[src/design/dws_pkg.sv]
// Shared types and codes for the deque with search.
// No dependencies; the cell and the top level take names from here.
package dws_pkg;

  localparam int unsigned VAL_W   = 32;
  localparam int unsigned MODE_W  = 3;
  localparam int unsigned STAT_W  = 2;
  localparam int unsigned COUNT_W = 5;

  typedef enum logic [MODE_W-1:0] {
    MODE_PUSH_FRONT = 3'd0,
    MODE_PUSH_BACK  = 3'd1,
    MODE_POP_FRONT  = 3'd2,
    MODE_POP_BACK   = 3'd3,
    MODE_SEARCH     = 3'd4
  } mode_t;

  typedef enum logic [STAT_W-1:0] {
    ST_OK    = 2'd0,
    ST_EMPTY = 2'd1,
    ST_FULL  = 2'd2
  } status_t;

  // The operation that every cell carries out
  typedef enum logic [1:0] {
    CELL_HOLD       = 2'd0,
    CELL_TAKE_FRONT = 2'd1,
    CELL_TAKE_BACK  = 2'd2
  } cell_op_t;

  typedef struct packed {
    cell_op_t op;
    logic     search;
    logic     take;
  } cell_ctl_t;

endpackage

[src/design/dws_cell.sv]
// One storage cell of the deque: holds an entry, shifts with its neighbors,
// loads a new word at the back and compares against the search key.
// Depends on dws_pkg.
module dws_cell (
  input  logic                             clk,
  input  dws_pkg::cell_ctl_t               ctl,
  input  logic                             load,
  input  logic                             live,
  input  logic signed [dws_pkg::VAL_W-1:0] key,
  input  logic signed [dws_pkg::VAL_W-1:0] front_val,
  input  logic signed [dws_pkg::VAL_W-1:0] back_val,
  output logic signed [dws_pkg::VAL_W-1:0] val,
  output logic                             match
);

  logic signed [dws_pkg::VAL_W-1:0] val_r;
  logic signed [dws_pkg::VAL_W-1:0] val_nxt;
  logic                             match_r;
  logic                             match_nxt;

  // pick the next entry: hold, load, or take from a neighbor
  always_comb begin
    unique case (ctl.op)
      dws_pkg::CELL_HOLD:       val_nxt = load ? key : val_r;
      dws_pkg::CELL_TAKE_FRONT: val_nxt = front_val;
      dws_pkg::CELL_TAKE_BACK:  val_nxt = back_val;
      default:                  val_nxt = val_r;
    endcase
    match_nxt = ctl.search && live && (val_r == key);
  end

  // entry and match flag carry no reset
  always_ff @(posedge clk) begin
    val_r <= val_nxt;
    if (ctl.take) begin
      match_r <= match_nxt;
    end
  end

  assign val   = val_r;
  assign match = match_r;

endmodule

[src/design/deque_with_search.sv]
// A result is registered and valid in the cycle after its request word is accepted.
// Throughput: one request per cycle while the result side takes each word;
//   the single output register holds off input while its word is stalled.
// Every cell shifts or compares in the same cycle, all in parallel across the row.
// Reset clears the occupancy and the output valid; entry contents stay
//   undefined until written, and no clearing pass runs.
module deque_with_search #(
  parameter int unsigned DEPTH = 16
) (
  input  logic                                  clk,
  input  logic                                  rst_n,
  input  logic                                  in_valid,
  output logic                                  in_stall,
  input  logic [dws_pkg::MODE_W-1:0]            in_mode,
  input  logic signed [dws_pkg::VAL_W-1:0]      in_item_value,
  output logic                                  out_valid,
  input  logic                                  out_stall,
  output logic [dws_pkg::STAT_W-1:0]            out_status,
  output logic                                  out_found,
  output logic [dws_pkg::COUNT_W-1:0]           out_entry_count
);

  localparam int unsigned CNT_W = $clog2(DEPTH + 1);

  logic [CNT_W-1:0]                 occ_r;
  logic [CNT_W-1:0]                 occ_nxt;
  dws_pkg::status_t                 st_r;
  dws_pkg::status_t                 st_nxt;
  logic                             out_valid_r;
  logic                             out_valid_nxt;
  logic                             acc;
  logic                             full;
  logic                             empty;
  logic                             push_back_en;
  dws_pkg::mode_t                   mode;
  dws_pkg::cell_ctl_t               ctl;
  logic signed [dws_pkg::VAL_W-1:0] vals [DEPTH];
  logic [DEPTH-1:0]                 hits;

  assign acc   = in_valid && !in_stall;
  assign full  = (occ_r == CNT_W'(DEPTH));
  assign empty = (occ_r == '0);
  assign mode  = dws_pkg::mode_t'(in_mode);

  // decode the request into a cell command and the new occupancy
  always_comb begin
    ctl.op       = dws_pkg::CELL_HOLD;
    ctl.search   = 1'b0;
    ctl.take     = acc;
    push_back_en = 1'b0;
    st_nxt       = dws_pkg::ST_OK;
    occ_nxt      = occ_r;
    if (acc) begin
      unique case (mode)
        dws_pkg::MODE_PUSH_FRONT: begin
          if (full) begin
            st_nxt = dws_pkg::ST_FULL;
          end else begin
            ctl.op  = dws_pkg::CELL_TAKE_FRONT;
            occ_nxt = occ_r + CNT_W'(1);
          end
        end
        dws_pkg::MODE_PUSH_BACK: begin
          if (full) begin
            st_nxt = dws_pkg::ST_FULL;
          end else begin
            push_back_en = 1'b1;
            occ_nxt      = occ_r + CNT_W'(1);
          end
        end
        dws_pkg::MODE_POP_FRONT: begin
          if (empty) begin
            st_nxt = dws_pkg::ST_EMPTY;
          end else begin
            ctl.op  = dws_pkg::CELL_TAKE_BACK;
            occ_nxt = occ_r - CNT_W'(1);
          end
        end
        dws_pkg::MODE_POP_BACK: begin
          if (empty) begin
            st_nxt = dws_pkg::ST_EMPTY;
          end else begin
            occ_nxt = occ_r - CNT_W'(1);
          end
        end
        dws_pkg::MODE_SEARCH: ctl.search = 1'b1;
        default: ;
      endcase
    end
  end

  // row of cells; the key enters at the front and caps the back end
  for (genvar k = 0; k < DEPTH; k++) begin : g_cell
    logic signed [dws_pkg::VAL_W-1:0] front_val;
    logic signed [dws_pkg::VAL_W-1:0] back_val;

    if (k == 0) begin : g_first
      assign front_val = in_item_value;
    end else begin : g_mid_front
      assign front_val = vals[k-1];
    end

    if (k == DEPTH - 1) begin : g_last
      assign back_val = in_item_value;
    end else begin : g_mid_back
      assign back_val = vals[k+1];
    end

    dws_cell u_cell (
      .clk       (clk),
      .ctl       (ctl),
      .load      (push_back_en && (occ_r == CNT_W'(k))),
      .live      (occ_r > CNT_W'(k)),
      .key       (in_item_value),
      .front_val (front_val),
      .back_val  (back_val),
      .val       (vals[k]),
      .match     (hits[k])
    );
  end

  // hold the result word until it is taken
  always_comb begin
    if (acc) begin
      out_valid_nxt = 1'b1;
    end else if (out_stall) begin
      out_valid_nxt = out_valid_r;
    end else begin
      out_valid_nxt = 1'b0;
    end
  end

  always_ff @(posedge clk) begin
    if (!rst_n) begin
      occ_r       <= '0;
      out_valid_r <= 1'b0;
    end else begin
      occ_r       <= occ_nxt;
      out_valid_r <= out_valid_nxt;
    end
    if (acc) begin
      st_r <= st_nxt;
    end
  end

  assign in_stall        = out_valid_r && out_stall;
  assign out_valid       = out_valid_r;
  assign out_status      = st_r;
  assign out_found       = |hits;
  assign out_entry_count = dws_pkg::COUNT_W'(occ_r);

  // occupancy never exceeds the row length
  a_occ_bound: assert property (@(posedge clk) disable iff (!rst_n)
    occ_r <= CNT_W'(DEPTH))
    else $error("occupancy above depth");

  // a full flag only when the row is full
  a_full_status: assert property (@(posedge clk) disable iff (!rst_n)
    out_valid_r && (st_r == dws_pkg::ST_FULL) |-> full)
    else $error("full status with free cells");

  // an empty flag only when nothing is held
  a_empty_status: assert property (@(posedge clk) disable iff (!rst_n)
    out_valid_r && (st_r == dws_pkg::ST_EMPTY) |-> empty)
    else $error("empty status with held entries");

  // a good push at the back grows the count by one
  a_push_grow: assert property (@(posedge clk) disable iff (!rst_n)
    acc && (mode == dws_pkg::MODE_PUSH_BACK) && !full |=> occ_r == $past(occ_r) + CNT_W'(1))
    else $error("push did not grow occupancy");

  // a match flag only follows a search
  a_found_search: assert property (@(posedge clk) disable iff (!rst_n)
    acc && (mode != dws_pkg::MODE_SEARCH) |=> !out_found)
    else $error("found set outside a search");

endmodule
[config.mk]
export PLATFORM = sky130hd
export DESIGN_NAME = deque_with_search
export DESIGN_NICKNAME = d
export VERILOG_FILES = /design/src/design/dws_pkg.sv /design/src/design/dws_cell.sv /design/src/design/deque_with_search.sv
export SDC_FILE = /design/constraint.sdc
export NUM_CORES = 1
export LEC_CHECK = 0
export BUFFER_PORTS_ARGS = -buffer_cell sky130_fd_sc_hd__buf_2
export CELL_PAD_IN_SITES_DETAIL_PLACEMENT = 0
export CELL_PAD_IN_SITES_GLOBAL_PLACEMENT = 1
export CORE_MARGIN = 3
export CORE_UTILIZATION = 47
export CTS_CLUSTER_DIAMETER = 30
export DETAILED_ROUTE_END_ITERATION = 7
export MAX_ROUTING_LAYER = met4
export PLACE_DENSITY_LB_ADDON = 0.1
export SLEW_MARGIN = 40
export SYNTH_ARGS = -nofsm -noshare
export SYNTH_HDL_FRONTEND = slang
export SYNTH_SLANG_ARGS = --single-unit
[constraint.sdc]
create_clock -name clk -period 5.09 [get_ports clk]
set_input_delay 0 -clock clk [delete_from_list [all_inputs] [get_ports clk]]
set_output_delay 0 -clock clk [all_outputs]
set_load 0.01 [all_outputs]
=== Word level (Yosys, flattened, before mapping) ===
Index checks and enable logic that the tools add are counted.

* Register bits after elaboration: 536
* Input port bits: 39
* Output and inout bits: 10
* Word-level logic and storage cells: 234

* Add/sub/neg operators: 2
* $lt $le $gt $ge: 16
* Eq/ne operators: 57
* Muxes and demuxes: 48
* Reduce and logical (&&, ||, !) cells: 76

{| class="wikitable"
|+ Operator list
! cell !! number
|-
| $pmux 32 s3 || 16
|-
| $eq 32x32->1 || 16
|-
| $mux 32 || 16
|-
| $logic_and 1x1->1 || 50
|-
| $eq 5x4->1 const B || 8
|-
| $gt 5x4->1 const B || 8
|-
| $ne 2x1->1 const B || 17
|-
| $reduce_and 2->1 || 16
|-
| $eq 5x3->1 const B || 4
|-
| $gt 5x3->1 const B || 4
|-
| $reduce_or 16->1 || 1
|-
| $eq 5x2->1 const B || 2
|-
| $gt 5x1->1 const B || 2
|-
| $gt 5x2->1 const B || 2
|-
| $mux 5 || 2
|-
| $pmux 5 s2 || 1
|-
| $mux 1 || 8
|-
| $pmux 2 s2 || 2
|-
| $eq 3x2->1 const B || 2
|-
| $add 5x1->5 const B || 1
|-
| $eq 5x1->1 const B || 1
|-
| $eq 5x5->1 const B || 1
|-
| $logic_not 5->1 || 1
|-
| $sub 5x1->5 const B || 1
|-
| other kinds (14) || 17
|}

=== Longest topological paths before layout ===
Gate-level depths: netlist of the first run.

* Depth in word-level cells: 7
* Depth in mapped cells: 12
* Mapped depth without buffers: 9

=== By module ===
From an unflattened synthesis of the first run, not the netlist that was laid out.

* Cell total of the unflattened synthesis: 3223
* Area, all modules: 32670.1 sq um

{| class="wikitable"
|+ By module, submodules not included
! module !! instances !! cells each !! area each (sq um) !! seq. area each (sq um)
|-
| dws_cell || 16 || 194 || 1985.7 || 991.0
|-
| deque_with_search || 1 || 119 || 899.6 || 180.2
|}

=== Worst setup path before layout of the first run ===
OpenSTA, ideal clock, no wires.

* Path type: reg-to-reg
* Start point: register occ_r[1], in the netlist out_entry_count[1]
* End point: register g_cell[8].u_cell.val_r, in the netlist g_cell[8].u_cell.val[0], enable pin
* Library setup time: 466 ps
* Arrival: 4582 ps
* Required time: 4624 ps
* Setup slack: 43 ps
* Stages on the path, launching flop included: 11
* Path buffers: 1
* Clock period less this slack: 5047 ps
* Cells stage by stage: dfxtp_1 -> buf_2 -> inv_1 -> ha_1 -> or4b_2 -> nand3_1 -> ha_1 -> nand2_1 -> nor4_2 -> nand3_1 -> o21ai_0

* Word-level cells in the longest chain between the ends: 7
* Elaborated cells between the ends (all ways): 17
* Classes of those cells: eq/ne: 5; mux: 7; reduce/logical: 5

{| class="wikitable"
|+ Ends and longest elaborated chain
! item !! RTL line !! text
|-
| from (decl) || deque_with_search.sv:25 || <nowiki>logic [CNT_W-1:0] occ_r;</nowiki>
|-
| from (signal assigned) || deque_with_search.sv:138 || <nowiki>occ_r <= occ_nxt;</nowiki>
|-
| $eq 5x5->1 or $logic_not 5->1 (tied branches) || deque_with_search.sv:41, deque_with_search.sv:42 ||
|-
| $mux 1 or $mux 2 (tied branches) || deque_with_search.sv:56, deque_with_search.sv:64, deque_with_search.sv:72 ||
|-
| $pmux 2 s2 or $mux 1 (tied branches) || deque_with_search.sv:54 || <nowiki>unique case (mode)</nowiki>
|-
| $mux 3 or $mux 1 (tied branches) || deque_with_search.sv:53 || <nowiki>if (acc) begin</nowiki>
|-
| $eq 2x1->1, or another cell as far along || dws_cell.sv:23 || <nowiki>unique case (ctl.op)</nowiki>
|-
| $reduce_bool 3->1 (no line) or $ne 2x1->1 (tied branches) || n/a ||
|-
| $reduce_and 2->1 (no line) (*) || n/a ||
|-
| to (signal assigned) || dws_cell.sv:34 || <nowiki>val_r <= val_nxt;</nowiki>
|-
| to (decl) || dws_cell.sv:16 || <nowiki>logic signed [dws_pkg::VAL_W-1:0] val_r;</nowiki>
|}

Mark *: on every way between the ends. The rest lies on a longest branch, timed or not.
A chain may end at the register's enable or synchronous reset.

=== Worst setup path in the final report of the first run ===
* Start point: register occ_r[1], in the netlist out_entry_count[1]
* End point: register g_cell[8].u_cell.val_r, in the netlist g_cell[8].u_cell.val[28], enable pin

The elaborated chain is that of the path after synthesis.

==> results by group, run 1 <==
Status
  – Status: complete, no violations

STA
  – Fin crit period: 4.16 ns
  – Period utilisation layout: 0.816
  – Highest Clock Rate: 241 MHz
  – Setup violators final: 0
  – Clk_skew: 0.0260 ns
  – Setup TNS: 0 ns
  – Final Max Tran Viols: 0
  – Worst-margin pin slew: 0.935 ns
  – RSZ-0062 raised after global routing: false
  – Slew HR: 0.372
  – Hold Fails Final Rpt: 0

Pwr
  – Net Switching: 3600 uW
  – Gate power share: 0.078
  – Sw frac: 0.244
  – PD cells: 409 mW/mm^2
  – PnR Total Power: 14700 uW
  – VDD IR-drop max: 0.000276 V
  – Internal Power: 11100 uW
  – Clock power share: 0.584
  – Leakage Power: 0.0114 uW
  – Sequential power share: 0.338

Finish
  – Commonest cells after routing, fill and taps aside: edfxtp_1, a21oi_1, a22oi_1
  – # nets final: 2671
  – P&R area growth vs syn: 20.3%
  – Commonest non-fill, non-tap cell in the layout: edfxtp_1
  – Layout cell share with drive strength beyond 1: 0.163

Floorplan
  – Full die area: 0.0668 sq mm
  – Initial Utilization: 0.480
  – Core area: 0.0624 sq mm
  – I/O pins: 49
  – Die H: 258 um
  – Cell row count: 91
  – Die Wd: 258 um

Yosys
  – Synth Flop Type: edfxtp_1
  – Average footprint of a synthesized cell: 11.5 sq um
  – Synth cell types: 46
  – Post-synthesis register bit count: 536
  – Post-synthesis cell count: 2606
  – FFs w/ async S/R, synth: 0
  – Post-synthesis sequential area ratio: 0.535
  – Synth Cell Area: 0.0299 sq mm
  – Ys Warns: 0
  – Post-synth EDFFs: 530
  – Syn Nets: 2654

CTS
  – Skew-Pair Late Insertion Delay: 0.72 ns
  – Num Clock Sinks: 536
  – Cts hold-fix bufs: 6
  – H-tree depth: 4
  – Clock transition at the registers of the reported paths: 0.04 ns
  – Total CTS buffers: 147
  – # Post-CTS Setup Buffers: 0
  – Root Buffer Master: clkbuf_16
  – Worst-case clock buffer depth: 3
  – CTS resizes: 0
  – CTS tree: done

Hold path
  – Worst hold path type: in -> reg

Detailed routing
  – Mean number of vias per cell: 6.80
  – DR DRC count: 0
  – Vias: 24400
  – Drt first-iter violations: 4052
  – DR WL/cell: 35.7 um
  – Pre-antenna DRT Iters: 6
  – Antenna-violating nets left: 0
  – Total Wirelength: 128 mm

GRT
  – Vias in the first global route: 22800
  – Initial antenna violation count: 16
  – First-pass GRT wire length: 178 mm
  – Grt ovf: 0
  – Gr usage total: 0.389
  – Largest net degree at the start of global routing: 102

Setup path
  – Cell family with most CP delay: simple AND/OR/NAND/NOR gates
  – Worst setup SP type: register
  – Crit-path slowest cell: or4b_2
  – Critical setup path kind: reg -> reg
  – WP data required: 5.41 ns
  – CP bufs+invs: 2
  – Crit. End Element: register
  – Max FO, Critical Path: 32
  – Crit path largest cell delay: 0.62 ns
  – CP arrival: 4.48 ns
  – Cell mode on critical path: nand3_1
  – Critical Path, Cell by Cell: inv_1 > ha_1 > or4b_2 > nand3_1 > ha_4 > nand2_1 > nor4_2 > nand3_1 > o21ai_4 > buf_4

Placed design
  – Final HPWL DP: 91.1 mm
  – Count of input and output buffers: 48
  – Placer Congestion: 1.05

Job
  – Max-cap violations: 0
## synth_stat cells (2+ instances only)
cell type	n	area share
clkbuf_1	179	0.022
nand4_1	51	0.011
nand2_1	11	0.0014
nor2_1	48	0.0060
ha_1	9	0.0038
mux2_2	65	0.024
buf_2	69	0.012
nand3_1	18	0.0030
o21ai_0	19	0.0032
o21a_1	3	0.00075
xnor2_1	138	0.040
nor3_1	9	0.0015
buf_6	2	0.00075
a22oi_1	448	0.11
a211oi_1	4	0.0010
edfxtp_1	530	0.53
nor4_1	106	0.022
a21oi_1	453	0.076
inv_1	10	0.0013
and3_1	4	0.00084
buf_1	13	0.0016
xor2_1	377	0.11
or3_1	2	0.00042
o2111ai_1	3	0.00088
dfxtp_1	6	0.0040
a21o_1	3	0.00075
nand2b_1	2	0.00042
a2111oi_0	4	0.0012
and2_1	2	0.00042
nor2b_1	2	0.00042
## routing by layer
layer  routed length, um  share of wire  track usage
met1               50400           0.39        0.517
met2               55700           0.44        0.545
met3               14600           0.11        0.101
met4                7200          0.056        0.207
met5                   0              0            -
## worst paths after layout
check | startpoint | to | slack [ns] | cells after the start
setup / recovery | out_entry_count[1] | g_cell[8].u_cell.val[28] | 0.93 | 10
hold / removal | in_item_value[26] | g_cell[15].u_cell.val[26] | 0.09 | 2
setup reg to reg | out_entry_count[1] | g_cell[8].u_cell.val[28] | 0.93 | 10
hold reg to reg | g_cell[14].u_cell.val[30] | g_cell[15].u_cell.val[30] | 0.62 | 1
## layout make-up
| class | count | area [sq um] |
|---|---|---|
| Multi-Input combinational cell | 1797 | 13200 |
| Antenna cell | 8 | 20.0 |
| Inverter | 10 | 37.5 |
| Clock inverter | 72 | 654 |
| Clock buffer | 188 | 3930 |
| Fill cell | 5275 | 26400 |
| Timing Repair Buffer | 131 | 1140 |
| Sequential cell | 536 | 16000 |
| Tap cell | 837 | 1050 |
## power groups by stage
stage	clock [uW]	sequential, uW	combinational, uW
2_1_floorplan	0	5050	671
3_3_place_gp	0	5060	1070
3_5_place_dp	0	5060	1090
4_1_cts	8630	4990	1110
5_1_grt	8890	4990	1190
6_report	8610	4990	1140
## registers in the layout (all words and copies together), names as in the netlist
name / cells
out_entry_count: 5
g_cell.u_cell.val: 512
g_cell.u_cell.match: 16
out_valid: 1
out_status: 2
## through the flow
| step | hold slack, ns | instance area [sq um] | utilization | std cells | worst slack (ns) |
|---|---|---|---|---|---|
| 2_1_floorplan | 0.118 | 29900 | - | 2606 | 0.0425 |
| 3_3_place_gp | 0.219 | 31100 | 0.499 | 3302 | 1.16 |
| 3_5_place_dp | 0.252 | 31300 | 0.502 | 3305 | 1.01 |
| 4_1_cts | 0.0332 | 36000 | 0.577 | 3571 | 0.989 |
| 5_1_grt | 0.0900 | 36000 | 0.577 | 3578 | 0.730 |
| 6_report | 0.0892 | 36000 | 0.577 | 3579 | 0.934 |
## cell families after synthesis
logic type | after synthesis | share of synthesized area
compound gates | 942 | 0.198
xor+xnor | 515 | 0.151
fa+ha+maj | 9 | 0.00376
buf+inv | 273 | 0.0376
flops | 536 | 0.535
mux | 66 | 0.0248
simple gates | 265 | 0.0502
No activity file was read; power rests on OpenSTA's default activity.
==> run 2: changes to the inputs <==
CORE_UTILIZATION = 52   (was 47)
clock period = 4 ns   (was 5.09 ns; I/O delays follow)
==> run 2 against run 1 <==
Compared with the run above:
- utilization rose by 6.1 points
- global-route usage is 5.1 points higher
- via count increased by 2.7%
- non-clock buffer count increased by 55
- final cell count fell by 1.0%
==> results by group, run 2 (synthesis results as in run 1) <==
Finish
  – Final non-filler cell total: 3542 (-1.0%)
  – Layout cell share with drive strength beyond 1: 0.177 (+0.0134)
  – # nets final: 2715 (+1.6%)
  – Commonest cells after routing, fill and taps aside: edfxtp_1, a21oi_1, a22oi_1
  – Max reg flops: 512 (unchanged)
  – Commonest non-fill, non-tap cell in the layout: edfxtp_1
  – P&R area growth vs syn: 20.8%

Setup path
  – Levels on crit path: 10 (unchanged)
  – FF-to-FF setup slack: 0.32 ns (-0.61 ns)
  – Critical Path, Cell by Cell: inv_1 > ha_1 > or4b_2 > nand3_1 > ha_4 > nand2_1 > nor4_2 > nand3_1 > o21ai_4 > buf_4
  – R2r startpoint: out_entry_count[0]
  – Worst setup SP type: register
  – R2R depth: 10 (unchanged)
  – Crit path largest cell delay: 0.64 ns (+0.02 ns)
  – Crit-path slowest cell: or4b_2
  – Crit. End Element: register
  – Max FO, Critical Path: 19 (-41%)
  – Cell family with most CP delay: simple AND/OR/NAND/NOR gates
  – CP endpoint: g_cell[8].u_cell.val[23]
  – CP arrival: 4.01 ns (-0.47 ns)
  – Critical setup path kind: reg -> reg
  – Worst setup path startpoint: out_entry_count[0]
  – Cell mode on critical path: nand3_1
  – WP data required: 4.34 ns (-1.07 ns)
  – FF-to-FF End: g_cell[8].u_cell.val[23]
  – CP bufs+invs: 2 (unchanged)

Detailed routing
  – Total Wirelength: 130 mm (+1.8%)
  – Pre-antenna DRT Iters: 6 (unchanged)
  – Antenna-violating nets left: 0 (unchanged)
  – Mean number of vias per cell: 7.06 (+3.7%)
  – Max Used Layer: met4
  – M1 wire length: 49.1 mm (-2.4%)
  – WL met2: 55.1 mm (-1.0%)
  – Drt first-iter violations: 4355 (+7.5%)
  – DR DRC count: 0 (unchanged)
  – Routed wl met3: 17.2 mm (+17%)
  – DR WL/cell: 36.7 um (+2.9%)
  – Vias: 25000 (+2.7%)

Floorplan
  – I/O pins: 49 (unchanged)
  – Core area: 0.0567 sq mm (-9.1%)
  – Die Wd: 246 um (-4.8%)
  – Full die area: 0.0605 sq mm (-9.4%)
  – Die H: 246 um (-4.8%)
  – Initial Utilization: 0.528 (+0.0481)
  – Cell row count: 87 (-4.4%)

STA
  – Setup violators final: 0 (unchanged)
  – Slew HR: 0.354 (-0.0180)
  – Clk_skew: 0.0278 ns (+0.00174 ns)
  – Min Hold Slack: 0.0495 ns (-0.0397 ns)
  – Hold Fails Final Rpt: 0 (unchanged)
  – RSZ-0062 raised after global routing: false
  – Final Max Tran Viols: 0 (unchanged)
  – Period utilisation layout: 0.919 (+0.103)
  – Fin crit period: 3.68 ns (-0.480 ns)
  – Highest Clock Rate: 272 MHz (+13%)
  – Worst-margin pin slew: 0.960 ns (+0.0249 ns)

CTS
  – H-tree depth: 4 (unchanged)
  – Num Clock Sinks: 536 (unchanged)
  – CTS resizes: 0 (unchanged)
  – Root Buffer Master: clkbuf_16
  – Total CTS buffers: 136 (-7.5%)
  – Worst-case clock buffer depth: 3 (unchanged)
  – # Post-CTS Setup Buffers: 0 (unchanged)
  – Cts hold-fix bufs: 8 (+2)
  – Skew-Pair Late Insertion Delay: 0.72 ns (about the same)
  – Clock transition at the registers of the reported paths: 0.04 ns (about the same)
  – CTS tree: done

Pwr
  – Internal Power: 13800 uW (+24%)
  – Sequential power share: 0.344 (+0.006)
  – Net Switching: 4600 uW (+28%)
  – PD cells: 510 mW/mm^2 (+25%)
  – Clock power share: 0.575 (-0.009)
  – VDD IR-drop max: 0.000391 V (+41%)
  – Gate power share: 0.082 (+0.004)
  – Leakage Power: 0.0116 uW (+1.5%)
  – Sw frac: 0.249 (+0.00520)

Hold path
  – Hold Path Origin: in_item_value[30]
  – Worst hold path type: in -> reg

GRT
  – Largest net degree at the start of global routing: 94 (-7.8%)
  – Grt ovf: 0 (unchanged)
  – Initial antenna violation count: 10 (-6)
  – Gr usage total: 0.440 (+0.0512)
  – Vias in the first global route: 23200 (+1.7%)
  – First-pass GRT wire length: 181 mm (+1.3%)

Status
  – Status: complete, no violations

Placed design
  – Inst Count DP: 3277 (-0.85%)
  – Final HPWL DP: 93.3 mm (+2.4%)
  – Count of input and output buffers: 48 (unchanged)
  – Placer Congestion: 1.03 (-1.6%)

Job
  – Max-cap violations: 0 (unchanged)
==> run 2: changes by cell type in the layout (fill, tap and decap cells not counted), moves of 3 or more <==
cell        delta
nor4_2         -3
buf_4         +50
clkinv_4       +3
clkinv_16      +3
nor4_1         +3
xor2_1         +3
xor2_2         -3
nor2_2         -5
buf_12         +3
clkbuf_16     -12
clkbuf_1      -16
clkinvlp_4    +10
nor2_1         +5
==> run 2: final cells by class <==
cell class | count | area (sq um)
timing repair buffer | 186 | 1600
fill | 4517 | 20500
multi-input combinational | 1797 | 13100
antenna | 10 | 25.0
clock inverter | 88 | 895
clock buffer | 159 | 3550
tap | 756 | 946
sequential | 536 | 16000
inverter | 10 | 37.5
==> run 2: layer usage <==
layer	vias up	GRT usage
met3	328	0.114
met1	12400	0.586
li1	10200	-
met5	-	-
met2	2030	0.603
met4	0	0.263
==> run 2: power by group through the flow <==
stage / sequential [uW] / combinational [uW] / clock (uW)
global route: 6340 / 1560 / 10900
finish: 6340 / 1510 / 10600
floorplan: 6420 / 856 / 0
detailed placement: 6430 / 1430 / 0
CTS: 6340 / 1450 / 10600
global placement: 6430 / 1400 / 0
==> run 2: how the worst min path moves through the flow <==
stage	to	depth (start not counted)
finish	g_cell[0].u_cell.val[30]	2
CTS	g_cell[0].u_cell.val[30]	2
global route	g_cell[0].u_cell.val[19]	2
detailed placement	out_valid	2
floorplan	out_valid	1
global placement	out_valid	2
==> run 2: stage by stage <==
step | setup WS [ns] | util | area, sq um | total power, uW | TNS [ns]
floorplan | -0.807 | - | 30000 | 7280 | -117.06
global placement | 0.458 | 0.555 | 31500 | 7830 | 0
detailed placement | 0.433 | 0.557 | 31600 | 7860 | 0
CTS | 0.400 | 0.637 | 36100 | 18400 | 0
global route | 0.237 | 0.638 | 36200 | 18800 | 0
finish | 0.324 | 0.638 | 36200 | 18400 | 0
==> run 2: worst register-to-register path, delay by kind of cell (launching register included) <==
| family | cells | cell delay [ns] |
|---|---|---|
| AOI/OAI and AO/OA | 1 | 0.27 |
| adders and majority gates | 2 | 0.43 |
| and+or+nand+nor | 5 | 1.62 |
| buffers and inverters | 2 | 0.67 |
| DFF | 1 | 0.31 |
